--- src/mcw_pkg.sv ---
// shared types and constants for the multi-channel watchdog
`default_nettype none
package mcw_pkg;

   // fixed field widths of the request and response channels
   localparam int ID_BITS     = 4;
   localparam int TASK_BITS   = 8;
   localparam int PERIOD_BITS = 32;
   localparam int FUNC_BITS   = 2;

   // parameter defaults
   localparam int MONITORS_DEFAULT  = 16;
   localparam int TIME_BITS_DEFAULT = 32;

   // request function codes
   typedef enum logic [FUNC_BITS-1:0] {
      FUNC_TICK   = 2'd0,
      FUNC_CONFIG = 2'd1,
      FUNC_KICK   = 2'd2
   } func_type;

   // per-cell control
   typedef struct packed {
      logic shift;
      logic config_we;
      logic kick_we;
   } cell_ctl_type;

   // tick sequencer states
   typedef enum logic [1:0] {
      ST_IDLE,
      ST_SCAN,
      ST_DRAIN
   } state_type;

endpackage
`default_nettype wire

--- src/multi_channel_watchdog_unit.sv ---
// multi-channel watchdog: chain of slot cells and tick sequencer
`default_nettype none
// Each watchdog slot lives in its own cell; slot k sits in cell k while idle.
// A configure or kick transfer is written straight into the addressed cell.
// A tick rotates the whole chain once, one slot per cycle past the head
// cell where its countdown is checked and decremented, halting while an
// expiry meets a held-back notice and a stalled response side; the request
// side stalls until the tick is done. Expiry notices come out in ascending
// id order; one notice is held back until the next expiry or the end of
// the rotation shows whether it is the last of the tick. The request side
// may be accepted while a notice still waits in the output register.
module multi_channel_watchdog_unit #(
   parameter int MONITORS  = mcw_pkg::MONITORS_DEFAULT,
   parameter int TIME_BITS = mcw_pkg::TIME_BITS_DEFAULT
) (
   input  wire logic                            clock,
   input  wire logic                            reset,
   // request channel
   input  wire logic                            req_valid,
   output logic                                 req_stall,
   input  wire logic [mcw_pkg::FUNC_BITS-1:0]   req_func,
   input  wire logic [mcw_pkg::ID_BITS-1:0]     req_monitor_id,
   input  wire logic [mcw_pkg::PERIOD_BITS-1:0] req_period_ticks,
   input  wire logic [mcw_pkg::TASK_BITS-1:0]   req_owner_task,
   // response channel
   output logic                                 rsp_valid,
   input  wire logic                            rsp_stall,
   output logic [mcw_pkg::ID_BITS-1:0]          rsp_expired_monitor,
   output logic [mcw_pkg::TASK_BITS-1:0]        rsp_notify_task,
   output logic                                 rsp_last
);
   import mcw_pkg::*;

   localparam int CNT_BITS = $clog2(MONITORS + 1);

   // cell chain outputs
   logic                 c_valid     [MONITORS];
   logic                 c_armed     [MONITORS];
   logic [TIME_BITS-1:0] c_period    [MONITORS];
   logic [TIME_BITS-1:0] c_remaining [MONITORS];
   logic [TASK_BITS-1:0] c_owner     [MONITORS];
   cell_ctl_type         c_ctl       [MONITORS];

   // sequencer registers
   state_type            state_ff, state_in;
   logic [CNT_BITS-1:0]  cnt_ff, cnt_in;
   logic                 pend_valid_ff, pend_valid_in;
   logic [ID_BITS-1:0]   pend_id_ff, pend_id_in;
   logic [TASK_BITS-1:0] pend_task_ff, pend_task_in;
   logic                 rsp_valid_ff, rsp_valid_in;
   logic [ID_BITS-1:0]   rsp_id_ff, rsp_id_in;
   logic [TASK_BITS-1:0] rsp_task_ff, rsp_task_in;
   logic                 rsp_last_ff, rsp_last_in;

   logic                 req_xfer;
   logic                 shift;
   logic                 out_free;
   logic                 head_live;
   logic                 head_expire;
   logic                 head_armed;
   logic [TIME_BITS-1:0] head_remaining;
   logic [TIME_BITS-1:0] wr_period;

   assign req_stall = (state_ff != ST_IDLE);
   assign req_xfer  = req_valid && !req_stall;
   assign out_free  = !rsp_valid_ff || !rsp_stall;
   assign wr_period = TIME_BITS'(req_period_ticks);

   // head cell check: expire on zero countdown, else count down
   assign head_live      = c_valid[0] && c_armed[0];
   assign head_expire    = head_live && (c_remaining[0] == '0);
   assign head_armed     = c_armed[0] && !head_expire;
   assign head_remaining = (head_live && !head_expire) ? (c_remaining[0] - 1'b1)
                                                       : c_remaining[0];

   // cell chain
   for (genvar k = 0; k < MONITORS; k++) begin : g_cell
      assign c_ctl[k].shift     = shift;
      assign c_ctl[k].config_we = req_xfer && (func_type'(req_func) == FUNC_CONFIG)
                                  && (32'(req_monitor_id) == k);
      assign c_ctl[k].kick_we   = req_xfer && (func_type'(req_func) == FUNC_KICK)
                                  && (32'(req_monitor_id) == k);
      if (k == MONITORS - 1) begin : g_tail
         mcw_cell #(.TIME_BITS(TIME_BITS)) u_cell (
            .clock          (clock),
            .reset          (reset),
            .ctl            (c_ctl[k]),
            .shin_valid     (c_valid[0]),
            .shin_armed     (head_armed),
            .shin_period    (c_period[0]),
            .shin_remaining (head_remaining),
            .shin_owner     (c_owner[0]),
            .wr_period      (wr_period),
            .wr_owner       (req_owner_task),
            .slot_valid     (c_valid[k]),
            .slot_armed     (c_armed[k]),
            .slot_period    (c_period[k]),
            .slot_remaining (c_remaining[k]),
            .slot_owner     (c_owner[k])
         );
      end else begin : g_body
         mcw_cell #(.TIME_BITS(TIME_BITS)) u_cell (
            .clock          (clock),
            .reset          (reset),
            .ctl            (c_ctl[k]),
            .shin_valid     (c_valid[k+1]),
            .shin_armed     (c_armed[k+1]),
            .shin_period    (c_period[k+1]),
            .shin_remaining (c_remaining[k+1]),
            .shin_owner     (c_owner[k+1]),
            .wr_period      (wr_period),
            .wr_owner       (req_owner_task),
            .slot_valid     (c_valid[k]),
            .slot_armed     (c_armed[k]),
            .slot_period    (c_period[k]),
            .slot_remaining (c_remaining[k]),
            .slot_owner     (c_owner[k])
         );
      end
   end

   // tick sequencer: rotation, held-back notice, output register
   always_comb begin
      state_in      = state_ff;
      cnt_in        = cnt_ff;
      pend_valid_in = pend_valid_ff;
      pend_id_in    = pend_id_ff;
      pend_task_in  = pend_task_ff;
      rsp_valid_in  = rsp_valid_ff && rsp_stall;
      rsp_id_in     = rsp_id_ff;
      rsp_task_in   = rsp_task_ff;
      rsp_last_in   = rsp_last_ff;
      shift         = 1'b0;
      case (state_ff)
         ST_IDLE: begin
            if (req_xfer && (func_type'(req_func) == FUNC_TICK)) begin
               state_in = ST_SCAN;
               cnt_in   = '0;
            end
         end
         ST_SCAN: begin
            if (!(head_expire && pend_valid_ff && !out_free)) begin
               shift  = 1'b1;
               cnt_in = cnt_ff + 1'b1;
               if (head_expire) begin
                  if (pend_valid_ff) begin
                     rsp_valid_in = 1'b1;
                     rsp_id_in    = pend_id_ff;
                     rsp_task_in  = pend_task_ff;
                     rsp_last_in  = 1'b0;
                  end
                  pend_valid_in = 1'b1;
                  pend_id_in    = ID_BITS'(cnt_ff);
                  pend_task_in  = c_owner[0];
               end
               if (cnt_ff == CNT_BITS'(MONITORS - 1)) begin
                  state_in = ST_DRAIN;
               end
            end
         end
         ST_DRAIN: begin
            if (!pend_valid_ff) begin
               state_in = ST_IDLE;
            end else if (out_free) begin
               rsp_valid_in  = 1'b1;
               rsp_id_in     = pend_id_ff;
               rsp_task_in   = pend_task_ff;
               rsp_last_in   = 1'b1;
               pend_valid_in = 1'b0;
               state_in      = ST_IDLE;
            end
         end
         default: begin
            state_in = ST_IDLE;
         end
      endcase
   end

   // control registers
   always_ff @(posedge clock) begin
      if (reset) begin
         state_ff      <= ST_IDLE;
         cnt_ff        <= '0;
         pend_valid_ff <= 1'b0;
         rsp_valid_ff  <= 1'b0;
      end else begin
         state_ff      <= state_in;
         cnt_ff        <= cnt_in;
         pend_valid_ff <= pend_valid_in;
         rsp_valid_ff  <= rsp_valid_in;
      end
   end

   // notice payload registers
   always_ff @(posedge clock) begin
      pend_id_ff   <= pend_id_in;
      pend_task_ff <= pend_task_in;
      rsp_id_ff    <= rsp_id_in;
      rsp_task_ff  <= rsp_task_in;
      rsp_last_ff  <= rsp_last_in;
   end

   assign rsp_valid           = rsp_valid_ff;
   assign rsp_expired_monitor = rsp_id_ff;
   assign rsp_notify_task     = rsp_task_ff;
   assign rsp_last            = rsp_last_ff;

endmodule
`default_nettype wire

--- src/mcw_cell.sv ---
// one watchdog slot of the rotating cell chain
`default_nettype none
module mcw_cell #(
   parameter int TIME_BITS = mcw_pkg::TIME_BITS_DEFAULT
) (
   input  wire logic                          clock,
   input  wire logic                          reset,
   input  wire mcw_pkg::cell_ctl_type         ctl,
   // slot handed over by the neighbor
   input  wire logic                          shin_valid,
   input  wire logic                          shin_armed,
   input  wire logic [TIME_BITS-1:0]          shin_period,
   input  wire logic [TIME_BITS-1:0]          shin_remaining,
   input  wire logic [mcw_pkg::TASK_BITS-1:0] shin_owner,
   // configure data
   input  wire logic [TIME_BITS-1:0]          wr_period,
   input  wire logic [mcw_pkg::TASK_BITS-1:0] wr_owner,
   // held slot
   output logic                               slot_valid,
   output logic                               slot_armed,
   output logic [TIME_BITS-1:0]               slot_period,
   output logic [TIME_BITS-1:0]               slot_remaining,
   output logic [mcw_pkg::TASK_BITS-1:0]      slot_owner
);
   import mcw_pkg::*;

   logic                 valid_ff, valid_in;
   logic                 armed_ff, armed_in;
   logic [TIME_BITS-1:0] period_ff, period_in;
   logic [TIME_BITS-1:0] remaining_ff, remaining_in;
   logic [TASK_BITS-1:0] owner_ff, owner_in;

   // shift, configure or kick
   always_comb begin
      valid_in     = valid_ff;
      armed_in     = armed_ff;
      period_in    = period_ff;
      remaining_in = remaining_ff;
      owner_in     = owner_ff;
      if (ctl.shift) begin
         valid_in     = shin_valid;
         armed_in     = shin_armed;
         period_in    = shin_period;
         remaining_in = shin_remaining;
         owner_in     = shin_owner;
      end else if (ctl.config_we) begin
         valid_in     = 1'b1;
         armed_in     = 1'b1;
         period_in    = wr_period;
         remaining_in = wr_period;
         owner_in     = wr_owner;
      end else if (ctl.kick_we && valid_ff) begin
         armed_in     = 1'b1;
         remaining_in = period_ff;
      end
   end

   // control bits
   always_ff @(posedge clock) begin
      if (reset) begin
         valid_ff <= 1'b0;
         armed_ff <= 1'b0;
      end else begin
         valid_ff <= valid_in;
         armed_ff <= armed_in;
      end
   end

   // slot payload
   always_ff @(posedge clock) begin
      period_ff    <= period_in;
      remaining_ff <= remaining_in;
      owner_ff     <= owner_in;
   end

   assign slot_valid     = valid_ff;
   assign slot_armed     = armed_ff;
   assign slot_period    = period_ff;
   assign slot_remaining = remaining_ff;
   assign slot_owner     = owner_ff;

endmodule
`default_nettype wire
--- config.mk ---
export PLATFORM = sky130hd
export DESIGN_NAME = multi_channel_watchdog_unit
export DESIGN_NICKNAME = d
export VERILOG_FILES = /design/src/mcw_pkg.sv /design/src/multi_channel_watchdog_unit.sv /design/src/mcw_cell.sv
export SDC_FILE = /design/constraint.sdc
export NUM_CORES = 2
export LEC_CHECK = 0
export ABC_AREA = 0
export BUFFER_PORTS_ARGS = -buffer_cell sky130_fd_sc_hd__buf_2
export CORE_MARGIN = 2
export CORE_UTILIZATION = 35
export CTS_CLUSTER_DIAMETER = 80
export CTS_CLUSTER_SIZE = 20
export DETAILED_ROUTE_END_ITERATION = 6
export SETUP_SLACK_MARGIN = 0.05
export SYNTH_ARGS = -nofsm -noshare
export SYNTH_HDL_FRONTEND = slang
export SYNTH_SLANG_ARGS = --single-unit
--- constraint.sdc ---
create_clock -name clock -period 6.2 [get_ports clock]
set_input_delay 0.31 -clock clock [delete_from_list [all_inputs] [get_ports clock]]
set_output_delay 0.31 -clock clock [all_outputs]
set_load 0.01 [all_outputs]
# Word-level counts from Yosys, hierarchy flattened
# Index checks and enable logic that the tools add are counted.
# word_totals
ff_bits	1218
input_bits	50
output_inout_bits	15
# op_classes
add_sub_neg	2
n_eq_ne	28
mux	233
bitwise_logic	1
n_reduce_logical	109
# ops
operator	n
$mux W32	81
$mux W8	37
$mux W1	96
$logic_and A1 B1 Y1	59
$reduce_bool A3 Y1	16
$reduce_bool A2 Y1	19
$eq A4 B4 Y1 const B	8
$logic_not A32 Y1	1
$sub A32 B1 Y32 const B	1
$mux W4	5
$eq A4 B3 Y1 const B	4
$pmux W8 S2	1
$ne A2 B2 Y1 const B	7
$mux W2	5
$mux W5	2
$pmux W5 S2	1
$reduce_and A3 Y1	3
$eq A4 B2 Y1 const B	2
$pmux W4 S2	1
$pmux W1 S2	3
$pmux W2 S3	1
$reduce_and A6 Y1	1
$add A5 B1 Y5 const B	1
$eq A5 B4 Y1 const B	1
other kinds (10)	17

# Depth between registers and ports, before layout
# depth
word_depth	9
depth_mapped	12
mapped_depth_nobuf	7

# Cells and area by module
# A second synthesis with hierarchy kept.
# unflattened
cells_unflattened	4008
hier_area_um2	57236.1
# by_module_without_submodules
module	instances	cells_per_inst	area_per_inst_um2	seq_area_each_um2
mcw_cell	16	234	3432.0	2202.1
multi_channel_watchdog_unit	1	264	2323.5	930.9

# Worst setup path after synthesis
# Ideal clock, no wire load.
# synth_timing
path_type	reg2reg
start	register state_ff[0]
end	register g_cell[6].g_body.u_cell.remaining_ff[0] (enable)
t_arrival_ns	4.811
slack_ns	1.012
path_stages_with_launch	8
n_path_buf	1
synth_period_minus_slack_ns	5.188
cell_sequence	dfxtp_1 -> inv_1 -> ha_1 -> and4b_1 -> clkbuf_1 -> nand2_1 -> o21ai_0 -> a31o_2
# synth_between
elab_chain_len	7
# synth_rtl
item	line_no	source
start: declaration	multi_channel_watchdog_unit.sv:45	state_type state_ff, state_in;
start signal: assignment	multi_channel_watchdog_unit.sv:187	state_ff <= state_in;
$reduce_bool A2 Y1	multi_channel_watchdog_unit.sv:64	assign req_stall = (state_ff != ST_IDLE);
$logic_not A1 Y1	multi_channel_watchdog_unit.sv:65	assign req_xfer = req_valid && !req_stall;
$logic_and A1 B1 Y1	multi_channel_watchdog_unit.sv:65	
$logic_and A1 B1 Y1	multi_channel_watchdog_unit.sv:81	assign c_ctl[k].kick_we = req_xfer && (func_type'(req_func) == FUNC_KICK)
$logic_and A1 B1 Y1	multi_channel_watchdog_unit.sv:82	&& (32'(req_monitor_id) == k);
$logic_and A1 B1 Y1	mcw_cell.sv:52	end else if (ctl.kick_we && valid_ff) begin
$reduce_bool A3 Y1 (no source line) (*)	n/a	
end signal: assignment	mcw_cell.sv:72	remaining_ff <= remaining_in;
end: declaration	mcw_cell.sv:30	logic [TIME_BITS-1:0] remaining_ff, remaining_in;
# Every way passes the cells marked *; elsewhere a longest branch is shown, timed or not.
# A chain may end at the register's enable or synchronous reset.

# Worst setup path after layout
# layout_timing
start	register g_cell[0].g_body.u_cell.remaining_ff[10]
end	register g_cell[10].g_body.u_cell.owner_ff[0], data pin
# layout_between
elab_chain_len	7
# layout_rtl
item	line_no	source
start: declaration	mcw_cell.sv:30	
start signal: assignment	mcw_cell.sv:72	
$logic_not A32 Y1	multi_channel_watchdog_unit.sv:71	assign head_expire = head_live && (c_remaining[0] == '0);
$logic_and A1 B1 Y1	multi_channel_watchdog_unit.sv:71	
$logic_and A1 B1 Y1 (2 in series)	multi_channel_watchdog_unit.sv:142	if (!(head_expire && pend_valid_ff && !out_free)) begin
$mux W1	multi_channel_watchdog_unit.sv:142	
$mux W1	multi_channel_watchdog_unit.sv:134	case (state_ff)
$mux W8	mcw_cell.sv:40	if (ctl.shift) begin
via g_cell[10].g_body.u_cell.owner_in[0]	mcw_cell.sv:31	logic [TASK_BITS-1:0] owner_ff, owner_in;
end signal: assignment	mcw_cell.sv:73	owner_ff <= owner_in;
end: declaration	mcw_cell.sv:31	
# The timed path passes the listed nets, and every way through them passes these cells.

==> metrics.yaml <==
status: "complete, no violations"
synth_area_leaders: "edfxtp_1 (64%), a21o_1 (8.8%), mux2i_1 (8.3%)"
fin_cells: 6131
vdd.ir_drop.worst_uv: 310
dpl_cell_area_um2: 56900
path_class: "reg -> reg"
crit_arrival_ns: 4.56
cp.required_ns: 6.62
layout_min_cycle_time_ns: 4.14
gp_congestion: 0.899
drcViolationCount: 0
via_per_inst: 5.60
async_reset_ff_share_pct: 0
grt_first_pass_wirelength_mm: 227
io_pins: 65
tightestPinTransition_ns: 1.20
die_w_um: 401
power_density_nw_per_um2: 442
clock_skew_ns: 0.0511
setup_ws_ns: 2.06
postCtsSetupRepairBufs: 0
die-area_um2: 160000
cts_made_buffers: 72
syn_to_final_growth_pct: 7.17
layout-drive-gt1-share_pct: 7.01
cts_tree: "yes"
post-dp-hpwl_mm: 88.8
finalNetCount: 4099
crit_path_start_kind: "flop"
yosysTopAreaCell: "edfxtp_1"
holdWs_ns: 0.160
ys_types: 60
synth_area_um2: 55000
drt-total-wl_mm: 157
grtUsageTotal_pct: 19.0
synthFlopType: "edfxtp_1"
total_power_mw: 26.1
vias: 34300
syn_area_per_cell_um2: 13.0
num_rows: 145
end_kind: "flop"
worst-path-max-fanout: 250
first_pass_iters: 6
hold_class: "in -> reg"
antenna_found_initial: 19
multi_input_area_um2: 17100
final_max_slew_viol_count: 0
cap_viol_max_count: 0
synth_top_area_share_pct: 64.2
wl_per_cell_um: 25.6
cts-resized-gates: 0
post-route-util_pct: 37.8
maxSlewHeadroom_pct: 19.2
pre_cts_slack_ns: 2.11
yosysSeqAreaShare_pct: 65.7
final_area_um2: 59000
worst_path_max_delay_cell: "o41a_2"
synth_seq_cells: 1218
clk_latency_ns: 0.71
final-seq-area_um2: 36200
fp.dieH_um: 401
r2r_cells: 6
final_common_cell: "edfxtp_1"
syn_inst: 4249
fin_crit_sh_pct: 66.7
max_freq_ghz: 0.242
hold_depth: 3
core-area_um2: 156000
nFillCells: 14800
clock-sinks: 1218
dp.cells: 6025
grt_setup_unrepaired: "no"
ant_nets: 0
path_clk_slew_ns: 0.09
cpPeakStageDelay_ns: 0.84
yosys_warnings: 0
crit_top_cell: "buf_12"
syn_nets: 4306
synth-edff-count: 1177
crit_chain: "nor4_4, nand3_1, o41a_2, buf_12, buf_12, a21o_1"
start_util_pct: 35.2
setup_viol: 0
layout_common_cells: "edfxtp_1 (1,177), a21o_1 (642), nand2_1 (542), mux2i_1 (458), o21ai_1 (294)"
finalHoldViolations: 0
clockBufferDepth: 3
grt_max_degree: 266
finalSetupTns_ns: 0
grt_overflow: 0
clock-root-buffer: "clkbuf_16"
p_leak_nw: 21.8
grt_pass1_vias: 32600
drt-initial-drc-count: 4444
cts_max_level: 3
port_buffers: 64
cell families after synthesis:
logic type / count (synthesis) / synth area share, %
AO/OA/AOI/OAI: 1272 / 15.2
XOR/XNOR: 14 / 0.223
adder cells (fa/ha/maj): 7 / 0.159
buffers and inverters: 435 / 3.62
flip-flops: 1218 / 65.7
multiplexers: 458 / 8.33
AND/OR/NAND/NOR: 845 / 6.78
final cells by class:
type	count	share of cell area [%]
antenna	5	0.0212
clock buffer	93	3.33
clock inverter	7	0.170
inverter	16	0.102
multi-input combinational	2596	29.1
sequential	1218	61.3
tap	2058	4.36
timing repair buffer	138	1.64
metal layers:
metal,vias up,wire length (µm),global-route usage (%)
li1,15300,-,-
met1,17500,70800,28.2
met2,1287,69500,28.7
met3,225,12600,3.58
met4,20,3640,4.52
met5,-,140,0
what timing repair did:
item	4_1_cts	5_1_grt
hold buffers	1	0
endpoints found under the hold margin	1	0
endpoints found under the setup margin	0	0
final timing paths:
| check | startpoint | slack (ns) | end |
|---|---|---|---|
| setup / recovery | g_cell[0].g_body.u_cell.slot_remaining[10]$_DFFE_PP_ | 2.06 | g_cell[10].g_body.u_cell.slot_owner[0]$_DFFE_PP_ |
| hold / removal | req_period_ticks[23] | 0.16 | g_cell[4].g_body.u_cell.slot_remaining[23]$_DFFE_PP_ |
| setup reg to reg | g_cell[0].g_body.u_cell.slot_remaining[10]$_DFFE_PP_ | 2.06 | g_cell[10].g_body.u_cell.slot_owner[0]$_DFFE_PP_ |
| hold reg to reg | pend_id_ff[1]$_DFFE_PP_ | 0.43 | rsp_expired_monitor[1]$_DFFE_PP_ |
synthesized netlist by cell type, drive strengths merged (8+ instances only):
library cell  number
inv               16
a211oi            36
o31ai             11
or4                8
buf              224
nor4              14
nor2b             28
a21o             642
nor2              90
or3               10
dfxtp             41
nand3             16
nor3              40
a311oi            18
a21oi             20
a31o              12
clkbuf           195
nand2            552
and2              44
xnor2             12
a31oi             55
o21ai            458
edfxtp          1177
mux2i            458
worst max-delay path: cells and delay by family, from the launching register on:
kind / cells / cell delay (ns)
AND/OR/NAND/NOR: 2 / 0.90
buffers and inverters: 2 / 0.76
AO/OA/AOI/OAI: 2 / 1.22
flip-flops: 1 / 0.47
sequential cells by signal (all words and copies together), names as in the netlist:
register	cells
g_cell.g_body.u_cell.slot_period	480
g_cell.g_body.u_cell.slot_remaining	480
g_cell.g_body.u_cell.slot_owner	120
g_cell.g_tail.u_cell.slot_period	32
g_cell.g_tail.u_cell.slot_remaining	32
g_cell.g_body.u_cell.slot_armed	15
g_cell.g_body.u_cell.slot_valid	15
g_cell.g_tail.u_cell.slot_owner	8
pend_task_ff	8
rsp_notify_task	8
cnt_ff	5
pend_id_ff	4
rsp_expired_monitor	4
state_ff	2
g_cell.g_tail.u_cell.slot_armed	1
g_cell.g_tail.u_cell.slot_valid	1
pend_valid_ff	1
rsp_last	1
rsp_valid	1
power by group:
part,switching (mW),total (mW),internal (mW)
logic,5.23,7.38,2.15
registers,0.945,13.6,12.7
clock network,2.76,5.05,2.29
Note: power is estimated with default switching activity, not from simulation.
